--- src/sv/pwac_pkg.sv ---
package pwac_pkg;

   // field widths
   localparam int SampleWidth = 12;
   localparam int TickWidth   = 16;
   localparam int EventWidth  = 3;
   localparam int StatusWidth = 2;
   localparam int CsrIdxWidth = 3;
   localparam int CsrDataWidth = 16;

   typedef logic [StatusWidth-1:0] status_type;
   typedef logic [EventWidth-1:0]  event_type;
   typedef logic [TickWidth-1:0]   tick_type;

   // status codes
   localparam status_type ST_IDLE  = 2'd0;
   localparam status_type ST_BOOT  = 2'd1;
   localparam status_type ST_ALARM = 2'd2;
   localparam status_type ST_END   = 2'd3;

   // event codes
   localparam event_type EV_NONE  = 3'd0;
   localparam event_type EV_END   = 3'd1;
   localparam event_type EV_ALARM = 3'd2;
   localparam event_type EV_BOOT  = 3'd3;
   localparam event_type EV_CLEAR = 3'd4;
   localparam event_type EV_INIT  = 3'd5;

   // register indexes
   localparam logic [CsrIdxWidth-1:0] REG_LEVEL_THRESHOLD  = 3'd0;
   localparam logic [CsrIdxWidth-1:0] REG_END_MIN_TICKS    = 3'd1;
   localparam logic [CsrIdxWidth-1:0] REG_ALARM_MIN_TICKS  = 3'd2;
   localparam logic [CsrIdxWidth-1:0] REG_START_MIN_TICKS  = 3'd3;
   localparam logic [CsrIdxWidth-1:0] REG_ALARM_HOLD_TICKS = 3'd4;
   localparam logic [CsrIdxWidth-1:0] REG_BOOT_HOLD_TICKS  = 3'd5;

   // register reset values
   localparam logic [SampleWidth-1:0] LEVEL_THRESHOLD_RST  = 12'd1241;
   localparam tick_type               END_MIN_TICKS_RST    = 16'd300;
   localparam tick_type               ALARM_MIN_TICKS_RST  = 16'd150;
   localparam tick_type               START_MIN_TICKS_RST  = 16'd5;
   localparam tick_type               ALARM_HOLD_TICKS_RST = 16'd1200;
   localparam tick_type               BOOT_HOLD_TICKS_RST  = 16'd600;

   localparam tick_type TICK_MAX = '1;

   // event for a status change
   function automatic event_type event_for(input status_type status_new,
                                           input status_type status_old);
      event_type ev;
      ev = EV_NONE;
      case (status_new)
         ST_END:   ev = EV_END;
         ST_ALARM: ev = EV_ALARM;
         ST_BOOT:  ev = EV_BOOT;
         default: begin
            if (status_old == ST_ALARM) ev = EV_CLEAR;
            else if (status_old == ST_BOOT) ev = EV_INIT;
            else ev = EV_NONE;
         end
      endcase
      return ev;
   endfunction

endpackage

--- src/sv/pulse_width_alarm_classifier_unit.sv ---
// Pulse-width alarm classifier.
// One req_ word is one millisecond tick carrying a 12-bit converter sample.
// The sample is sliced against a threshold; edges latch the low and high
// pulse widths, and a falling edge classifies the high width into a status
// (idle, boot, alarm, end). Alarm and boot fall back to idle after a hold
// time without edges. A status change gives an event code on rsp_.
// Every accepted req_ word gives exactly one rsp_ word, in the next cycle.
// Throughput is one word per cycle: the whole tick is one compare/counter
// pass from the sample into the result register, and req_ready stays high
// whenever the result register is empty or being taken in the same cycle.
// If the receiver stalls, the result holds and req_ready drops until it goes.
// The csr_ channel, always ready, writes one of six threshold/hold registers
// by index; the user, not the block, sees that writes go in while it is idle.
// Synchronous reset restores the register defaults, clears pulse state to
// idle with zero widths and empties the result register.
module pulse_width_alarm_classifier_unit
   import pwac_pkg::*;
(
   input  logic                     clock,
   input  logic                     reset,
   input  logic                     req_valid,
   output logic                     req_ready,
   input  logic [SampleWidth-1:0]   req_sample,
   output logic                     rsp_valid,
   input  logic                     rsp_ready,
   output logic [EventWidth-1:0]    rsp_event_code,
   output logic [StatusWidth-1:0]   rsp_current_status,
   output logic                     rsp_led_drive,
   output logic [TickWidth-1:0]     rsp_last_high_width,
   output logic [TickWidth-1:0]     rsp_last_low_width,
   input  logic                     csr_valid,
   output logic                     csr_ready,
   input  logic [CsrIdxWidth-1:0]   csr_index,
   input  logic [CsrDataWidth-1:0]  csr_wdata
);

   // configuration registers
   logic [SampleWidth-1:0] level_threshold_ff;
   tick_type end_min_ff, alarm_min_ff, start_min_ff, alarm_hold_ff, boot_hold_ff;

   // pulse state
   logic       prev_level_ff, prev_level_in;
   tick_type   elapsed_ff, elapsed_in;
   status_type status_ff, status_in;
   tick_type   high_width_ff, high_width_in;
   tick_type   low_width_ff, low_width_in;

   // result register
   logic       rsp_valid_ff, rsp_valid_in;
   event_type  event_ff, event_in;

   logic       accept;
   logic       level;
   logic       rise, fall;
   tick_type   elapsed_edge;
   status_type status_class;

   assign csr_ready = 1'b1;
   assign req_ready = !rsp_valid_ff || rsp_ready;
   assign accept    = req_valid && req_ready;

   // configuration writes
   always_ff @(posedge clock) begin
      if (reset) begin
         level_threshold_ff <= LEVEL_THRESHOLD_RST;
         end_min_ff         <= END_MIN_TICKS_RST;
         alarm_min_ff       <= ALARM_MIN_TICKS_RST;
         start_min_ff       <= START_MIN_TICKS_RST;
         alarm_hold_ff      <= ALARM_HOLD_TICKS_RST;
         boot_hold_ff       <= BOOT_HOLD_TICKS_RST;
      end else if (csr_valid) begin
         case (csr_index)
            REG_LEVEL_THRESHOLD:  level_threshold_ff <= csr_wdata[SampleWidth-1:0];
            REG_END_MIN_TICKS:    end_min_ff         <= csr_wdata;
            REG_ALARM_MIN_TICKS:  alarm_min_ff       <= csr_wdata;
            REG_START_MIN_TICKS:  start_min_ff       <= csr_wdata;
            REG_ALARM_HOLD_TICKS: alarm_hold_ff      <= csr_wdata;
            REG_BOOT_HOLD_TICKS:  boot_hold_ff       <= csr_wdata;
            default: ;
         endcase
      end
   end

   // level slicing and edge detect
   assign level = (req_sample > level_threshold_ff);
   assign rise  = level && !prev_level_ff;
   assign fall  = !level && prev_level_ff;
   assign elapsed_edge = (rise || fall) ? '0 : elapsed_ff;

   // high pulse classification
   always_comb begin
      if (elapsed_ff > end_min_ff) status_class = ST_END;
      else if (elapsed_ff > alarm_min_ff && status_ff != ST_BOOT) status_class = ST_ALARM;
      else if (elapsed_ff > start_min_ff) status_class = ST_BOOT;
      else status_class = status_ff;
   end

   // next state for one tick
   always_comb begin
      status_in     = fall ? status_class : status_ff;
      high_width_in = fall ? elapsed_ff : high_width_ff;
      low_width_in  = rise ? elapsed_ff : low_width_ff;
      // hold timeouts
      if (status_in == ST_ALARM && elapsed_edge > alarm_hold_ff) status_in = ST_IDLE;
      if (status_in == ST_BOOT && elapsed_edge > boot_hold_ff) status_in = ST_IDLE;
      event_in      = (status_in != status_ff) ? event_for(status_in, status_ff) : EV_NONE;
      prev_level_in = level;
      elapsed_in    = (elapsed_edge != TICK_MAX) ? elapsed_edge + 1'b1 : elapsed_edge;
      rsp_valid_in  = accept || (rsp_valid_ff && !rsp_ready);
   end

   // state and result update
   always_ff @(posedge clock) begin
      if (reset) begin
         prev_level_ff <= 1'b0;
         elapsed_ff    <= '0;
         status_ff     <= ST_IDLE;
         high_width_ff <= '0;
         low_width_ff  <= '0;
         event_ff      <= EV_NONE;
         rsp_valid_ff  <= 1'b0;
      end else begin
         rsp_valid_ff <= rsp_valid_in;
         if (accept) begin
            prev_level_ff <= prev_level_in;
            elapsed_ff    <= elapsed_in;
            status_ff     <= status_in;
            high_width_ff <= high_width_in;
            low_width_ff  <= low_width_in;
            event_ff      <= event_in;
         end
      end
   end

   // state registers only change on accept, so they double as the result
   assign rsp_valid           = rsp_valid_ff;
   assign rsp_event_code      = event_ff;
   assign rsp_current_status  = status_ff;
   assign rsp_led_drive       = !prev_level_ff;
   assign rsp_last_high_width = high_width_ff;
   assign rsp_last_low_width  = low_width_ff;

endmodule

--- config.mk ---
export PLATFORM = sky130hd
export DESIGN_NAME = pulse_width_alarm_classifier_unit
export DESIGN_NICKNAME = d
export VERILOG_FILES = /design/src/sv/pwac_pkg.sv /design/src/sv/pulse_width_alarm_classifier_unit.sv
export SDC_FILE = /design/constraint.sdc
export NUM_CORES = 1
export LEC_CHECK = 0
export ABC_AREA = 0
export BUFFER_PORTS_ARGS = -buffer_cell sky130_fd_sc_hd__buf_2
export CAP_MARGIN = 20
export CELL_PAD_IN_SITES_DETAIL_PLACEMENT = 1
export CELL_PAD_IN_SITES_GLOBAL_PLACEMENT = 1
export CORE_ASPECT_RATIO = 0.9
export CORE_MARGIN = 2
export CORE_UTILIZATION = 43
export DETAILED_ROUTE_END_ITERATION = 12
export GPL_ROUTABILITY_DRIVEN = 0
export PLACE_DENSITY_LB_ADDON = 0.1
export REMOVE_ABC_BUFFERS = 1
export SYNTH_ARGS = -nofsm -noshare
export SYNTH_HDL_FRONTEND = slang
export SYNTH_SLANG_ARGS = --single-unit
--- constraint.sdc ---
create_clock -name clock -period 5.9 [get_ports clock]
set_clock_uncertainty 0.2 [all_clocks]
set_input_delay 0.59 -clock clock [delete_from_list [all_inputs] [get_ports clock]]
set_output_delay 0.59 -clock clock [all_outputs]
set_load 0.1 [all_outputs]
==> impl_results.md, run 1 <==
- Htree depth: 4
- CP required: about 6000 ps
- Top cells by area, synth: dfxtp_1, ha_1, nand2_1
- Final hold slack: 231 ps
- TritonCTS clock tree: built
- # DRC: 0
- RSZ-0062 raised after global routing: no
- Final total power: ~2.4 mW
- Power Density: 255 nW/um^2
- Max stage delay on crit path: 680 ps
- Post-synth top area cell: dfxtp_1
- FF+latch count, synth: 147
- Max IR drop VDD: roughly 160 uV
- Post-Route Utilization: 50.5%
- R2R Path End: rsp_event_code[0]$_SDFFE_PP0P_
- Die Y: ~130 um
- Status: completed
- Placed cell count: 1336
- Syn Inst Count: 1054
- # IOs: 77
- Worst path top cell family by delay: compound AO/OA/AOI/OAI gates
- Clock Path Buffers: 2
- Num CTS Buffers: 17
- GR Util All Layers: 26.3%
- Startpoint types: flop
- First element of the critical path: level_threshold_ff[1]$_SDFFE_PP0P_
- # diodes: 0
- Cts repair resizes: 0
- Worst Path Arrival: 5180 ps
- Clk pin slew, worst setup/hold paths: 60 ps
- Worst R2R Setup Slack: ~830 ps
- DIE AREA: around 20000 um^2
- Worst setup path end: rsp_event_code[0]$_SDFFE_PP0P_
- Fraction of layout cells with a size suffix above 1: between 10 and 15%
- Synth Warn #: 0
- Final wirelength: ~25000 um
- Yosys cell types: 66
- HP Class: in -> reg
- Pin count of the biggest net entering global routing: slightly below 60
- Cell repeated most along the worst path: ha_1
- Core area: 18500 um^2
- Vias post-DR: roughly 7.4k
- Worst path slowest cell: ha_1
- Critical path, cell by cell: inv_1, ha_1, nor2b_1, o21ai_0, nand2b_1, a21oi_1, o221ai_1, o21a_1, ha_1, inv_1, nor2_1, ha_1, nand3_1, nor3_1, nor3b_1, a221o_1, a211oi_1, a21oi_1, a31o_4, ha_1, a21oi_1, nand2_1, and3_1
- Number of DRC markers in iteration 0: 386
- Routed WL per cell: approximately 19 um
- Clock Sinks: 147
- Clock period minus worst slack: 5070 ps
- Least-Margin Pin Slew: 841 ps
- Wire length of the first global-routing pass: 40500 um
- Final setup violation count: 0
- Row count: 47
- CP max FO: 21
- Root Driver: clkbuf_16
- Post-synth EDFFs: 0
- Setup CP Type: reg -> reg
- Hpwl dp: 18400 um
- FF-to-FF path depth: 23
- Reg2reg start: level_threshold_ff[1]$_SDFFE_PP0P_
- Final net count: 1246
- Initial Utilization: 44.0%
- Crit. path cell count: 23
- CP endpoint kind: flop
- Final Max Tran Viols: 0
- Seq/Total Area, Yosys: 36.2%
- Final Hold Viols: 0
- DRT antenna net count: 0
- GR Overflow Total: 0
- Setup bufs post-CTS: 0
- Worst Path Buf+Inv: 2
- Relative max-transition margin: 43.8%
- Leakage power: 3.98 nW
- Vias per cell: 5.43
- Max Cap Viol: 0
- Final setup TNS: 0 ps
- Port Buffer Count: 75
- Hold-fix buffers, CTS: 0
- Async S/R FF share, synth: 0%
- Area Overhead vs Synth: 14.8%
- Die width: around 150 um
- Crit share post-route: 85.9%
- Mapped cell area: 8120 um^2
- Syn avg cell area: 7.71 um^2
- Fmax: 0.197 GHz
- Area share of the largest cell type after synthesis: 36.2%
- Initial antenna violation count: 0
- Number of global-route vias before repair: 7500
- Drt pass-1 iters: 4
- Worst skew pair latency: between 400 and 500 ps
- Top FF cell, synth: dfxtp_1
- Cell Count, Final, Fillers Out: 1369
[where the power goes]
group / leakage [nW] / switching, mW / total [mW] / internal, mW
Sequential: 1.19 / 0.0135 / 1.02 / 1.01
Combinational: 2.50 / 0.155 / 0.221 / 0.0662
Clock: 0.287 / 0.448 / 1.13 / 0.686
[state kept, by name (all words and copies together) (netlist names)]
signal               count
end_min_ff              16
rsp_valid                1
elapsed_ff              16
alarm_hold_ff           16
rsp_last_high_width     16
rsp_current_status       2
rsp_last_low_width      16
start_min_ff            16
prev_level_ff            1
alarm_min_ff            16
rsp_event_code           3
level_threshold_ff      12
boot_hold_ff            16
[kinds of logic after synthesis]
family / Yosys count / share of synthesized area [%]
xor+xnor: 11 / 1.19
other cells: 1 / 0.0462
buf+inv: 143 / 6.65
compound gates: 207 / 15.7
fa+ha+maj: 98 / 15.1
flops: 147 / 36.2
simple gates: 444 / 24.7
mux: 3 / 0.385
[synthesized netlist by cell type (15+ instances only)]
cell type  number
a21oi_1       140
and2_1         15
nor2_1         48
inv_1          98
nand2_1       278
clkbuf_1       43
nand4_1        19
nand3_1        20
dfxtp_1       147
nand3b_1       15
ha_1           98
[worst min path at each step]
stage                                        startpoint                                  end  slack [ps]  cells after the start
finish                                        req_valid                 rsp_valid$_SDFF_PP0_         230                      3
global route                                  req_valid                 rsp_valid$_SDFF_PP0_         240                      3
CTS                                           req_valid                 rsp_valid$_SDFF_PP0_         230                      3
detailed placement  rsp_last_low_width[15]$_SDFFE_PP0P_  rsp_last_low_width[15]$_SDFFE_PP0P_         250                      2
global placement     rsp_last_low_width[0]$_SDFFE_PP0P_   rsp_last_low_width[0]$_SDFFE_PP0P_         240                      2
floorplan                alarm_hold_ff[11]$_SDFFE_PP0P_       alarm_hold_ff[11]$_SDFFE_PP0P_         230                      2
[cell usage in the layout (no fill, tap or decap), drive strengths merged, types with 2 or more instances in the layout]
master | netlist | layout
a211o | 9 | 9
a211oi | 7 | 7
a21o | 9 | 9
a21oi | 140 | 140
a311oi | 2 | 2
a31o | 2 | 2
a32o | 2 | 2
and2 | 16 | 16
and3 | 6 | 6
and4 | 2 | 2
buf | 2 | 84
bufinv | 0 | 3
clkbuf | 43 | 19
clkinv | 0 | 4
clkinvlp | 0 | 4
dfxtp | 147 | 147
ha | 98 | 98
inv | 98 | 99
mux2i | 2 | 2
nand2 | 278 | 278
nand2b | 5 | 5
nand3 | 20 | 20
nand3b | 15 | 15
nand4 | 20 | 20
nor2 | 50 | 50
nor2b | 8 | 8
nor3 | 10 | 10
nor3b | 2 | 2
nor4 | 3 | 3
o211ai | 5 | 5
o21a | 3 | 3
o21ai | 13 | 13
o22ai | 2 | 2
or2 | 7 | 7
xnor2 | 6 | 6
xor2 | 5 | 5
[worst register-to-register path, cell delays in order (launching register included)]
cell,delay [ps]
dfxtp_1,340
inv_1,50
ha_1,290
nor2b_1,130
o21ai_0,140
nand2b_1,70
a21oi_1,190
o221ai_1,140
o21a_1,180
ha_1,680
inv_1,160
nor2_1,170
ha_1,260
nand3_1,100
nor3_1,90
nor3b_1,160
a221o_1,320
a211oi_1,250
a21oi_1,110
a31o_4,290
ha_1,220
a21oi_1,150
nand2_1,90
and3_1,180
[area by class of cell]
class,count,area [um^2]
clock buffer,19,453
clock inverter,12,156
fill,2356,9140
inverter,98,368
multi-input combinational,764,4650
sequential,147,2940
tap,245,307
timing repair buffer,84,449
[layer usage]
metal  vias up  routed length, um  GRT usage, %
met3        37               1120          4.12
met2       140              11500          43.0
met1      3620              12200          35.9
li1       3634                  -             -
met4         0                553          8.15
met5         -                  0             0
[metrics by stage]
step	setup WS (ps)	area, um^2
floorplan	1370	7950
global placement	752	8700
CTS	859	9310
detailed placement	566	8700
global route	443	9330
finish	834	9330
Note: power is estimated with default switching activity, not from simulation.
==> run 2: changes to the inputs <==
--- a/config.mk
+++ b/config.mk
@@ -16,6 +16,7 @@
 export DETAILED_ROUTE_END_ITERATION = 12
 export GPL_ROUTABILITY_DRIVEN = 0
 export PLACE_DENSITY_LB_ADDON = 0.1
+export RECOVER_POWER = 50
 export REMOVE_ABC_BUFFERS = 1
 export SYNTH_ARGS = -nofsm -noshare
 export SYNTH_HDL_FRONTEND = slang
==> run 2 against run 1 <==
Effect of this change:
- first-iteration DRC count shrank 5.4%
- global-route usage is the same
- maximum frequency decreased by 0.16%
- setup slack got worse by 8.2 ps
- critical endpoint unchanged
- design area is 0.43% lower
- the run now ends with max-capacitance violations, max-slew violations left
- register-to-register slack hardly changed
- largest cell class unchanged
- count of clock-buffer cells in the layout unchanged
- critical path depth fell by 3
==> impl_results.md, run 2 (synthesis results as in run 1) <==
- Failing checks: max-capacitance violations, max-slew violations
- Final net count: 1246
- CP max FO: 21
- Vias per cell: about 5.4
- # IOs: 77
- Wire length of the first global-routing pass: slightly above 40000 um
- Pin count of the biggest net entering global routing: between 50 and 60
- GR Util All Layers: between 20% and 30%
- Drt pass-1 iters: 5
- Least-Margin Pin Slew: 2500 ps
- Worst skew pair latency: 430 ps
- Root Driver: clkbuf_16
- Number of global-route vias before repair: 7500
- Worst Path Arrival: 5190 ps
- # diodes: 0
- HP Class: in -> reg
- Number of DRC markers in iteration 0: 365
- Area of the multi-input gates: around 4600 um^2
- Row count: 47
- DRT antenna net count: 0
- Power Density: 256 nW/um^2
- Port Buffer Count: 75
- # DRC: 0
- RSZ-0062 raised after global routing: no
- Cts repair resizes: 0
- Hpwl dp: 18400 um
- Worst Path Buf+Inv: 1
- Initial antenna violation count: 0
- Combinational share of power: 9.3%
- Post-Route Utilization: approximately half
- Most common cell after layout, fill and taps aside: nand2_1
- Cell repeated most along the worst path: ha_1
- Final hold slack: 234 ps
- Initial Utilization: a little over two fifths
- Vias post-DR: between 7k and 8k
- Core area: 18500 um^2
- DIE AREA: 20000 um^2
- Clock Sinks: 147
- Reg power frac: 43.0%
- Fraction of layout cells with a size suffix above 1: a little over a tenth
- Most frequent cells in the layout: nand2_1, dfxtp_1, a21oi_1
- Setup bufs post-CTS: 0
- Max Cap Viol: 3
- Final wirelength: roughly 25000 um
- Storage cell area: 2940 um^2
- Filler Cell Count: about 2.4k
- Hold-fix buffers, CTS: 0
- Sw Pwr: 618 uW
- Die Y: 134 um
- Num CTS Buffers: 17
- Max IR drop VDD: 155 uV
- Fmax: 0.197 GHz
- Sw frac: roughly 26%
- CP endpoint kind: flop
- Die width: 149 um
- Final Max Tran Viols: between 150 and 200
- Final setup violation count: 0
- Routed WL per cell: 18.6 um
- Area Overhead vs Synth: 14.3%
- Final Hold Viols: 0
- Worst path slowest cell: ha_1
- Htree depth: 4
- TritonCTS clock tree: built
- Relative max-transition margin: -66.4%
- Status: finished, violations left
- Setup CP Type: reg -> reg
- Clk pin slew, worst setup/hold paths: roughly 60 ps
- Startpoint types: flop
- Final setup TNS: 0 ps
- Internal: ~1.8 mW
- Max stage delay on crit path: 480 ps
- Clk network pwr share: 47.7%
- Clock Path Buffers: 2
- Critical path, cell by cell: inv_1, ha_1, nand4_1, or2_2, o221ai_1, o21a_1, ha_1, and2_1, ha_1, nand3_1, nor3_1, nor3b_1, a221o_1, a211oi_1, a21oi_1, a31o_4, ha_1, nor3b_1, nor3_1, and3_1
- Crit share post-route: 86.0%
- GR Overflow Total: 0
- Worst path top cell family by delay: simple AND/OR/NAND/NOR gates
- Leakage power: 3.87 nW
- Clock period minus worst slack: ~5000 ps
- CP required: about 6000 ps
## run 2: cell types whose count changed in the layout (fill, tap and decap cells not counted), sizes merged
| cell | delta |
|---|---|
| clkbuf | +26 |
| buf | -26 |
## run 2: worst paths after layout
kind,from,endpoint,slack (ps),cells past startpoint
worst max-delay path,level_threshold_ff[11]$_SDFFE_PP0P_,rsp_event_code[0]$_SDFFE_PP0P_,830,20
worst min-delay path,req_valid,rsp_valid$_SDFF_PP0_,230,3
worst max register to register,level_threshold_ff[11]$_SDFFE_PP0P_,rsp_event_code[0]$_SDFFE_PP0P_,830,20
worst min register to register,rsp_last_low_width[0]$_SDFFE_PP0P_,rsp_last_low_width[0]$_SDFFE_PP0P_,250,2
## run 2: layer usage
layer | up-vias | part of all wire [%] | GRT usage, %
li1 | 3635 | - | -
met1 | 3622 | 48 | 35.9
met2 | 108 | 46 | 43.0
met3 | 40 | 3.7 | 4.12
met4 | 0 | 2.2 | 8.15
met5 | - | 0 | 0
## run 2: layout make-up
type	instances	area share, %
clock buffer	19	4.88
clock inverter	12	1.68
inverter	98	3.96
multi-input combinational	764	50.1
sequential	147	31.7
tap	245	3.30
timing repair buffer	84	4.41
## run 2: tightest hold or removal path: cells and delay by family
| family | cells | cell delay (ps) |
|---|---|---|
| buffers and inverters | 2 | 170 |
| AO/OA/AOI/OAI | 1 | 50 |
## run 2: per-stage QoR
stage	setup WS (ps)	cells	cell area, um^2	power (mW)
2_1_floorplan	1370	1009	7950	1.18
3_3_place_gp	752	1336	8700	1.26
3_5_place_dp	566	1336	8700	1.27
4_1_cts	859	1367	9310	2.39
5_1_grt	374	1369	9290	2.47
6_report	826	1369	9290	2.38
## run 2: power groups by stage
stage | sequential [mW] | combinational (mW) | clock, mW
global placement | 1.05 | 0.215 | 0
floorplan | 1.06 | 0.119 | 0
CTS | 1.03 | 0.221 | 1.15
finish | 1.03 | 0.221 | 1.14
detailed placement | 1.05 | 0.219 | 0
global route | 1.03 | 0.246 | 1.19
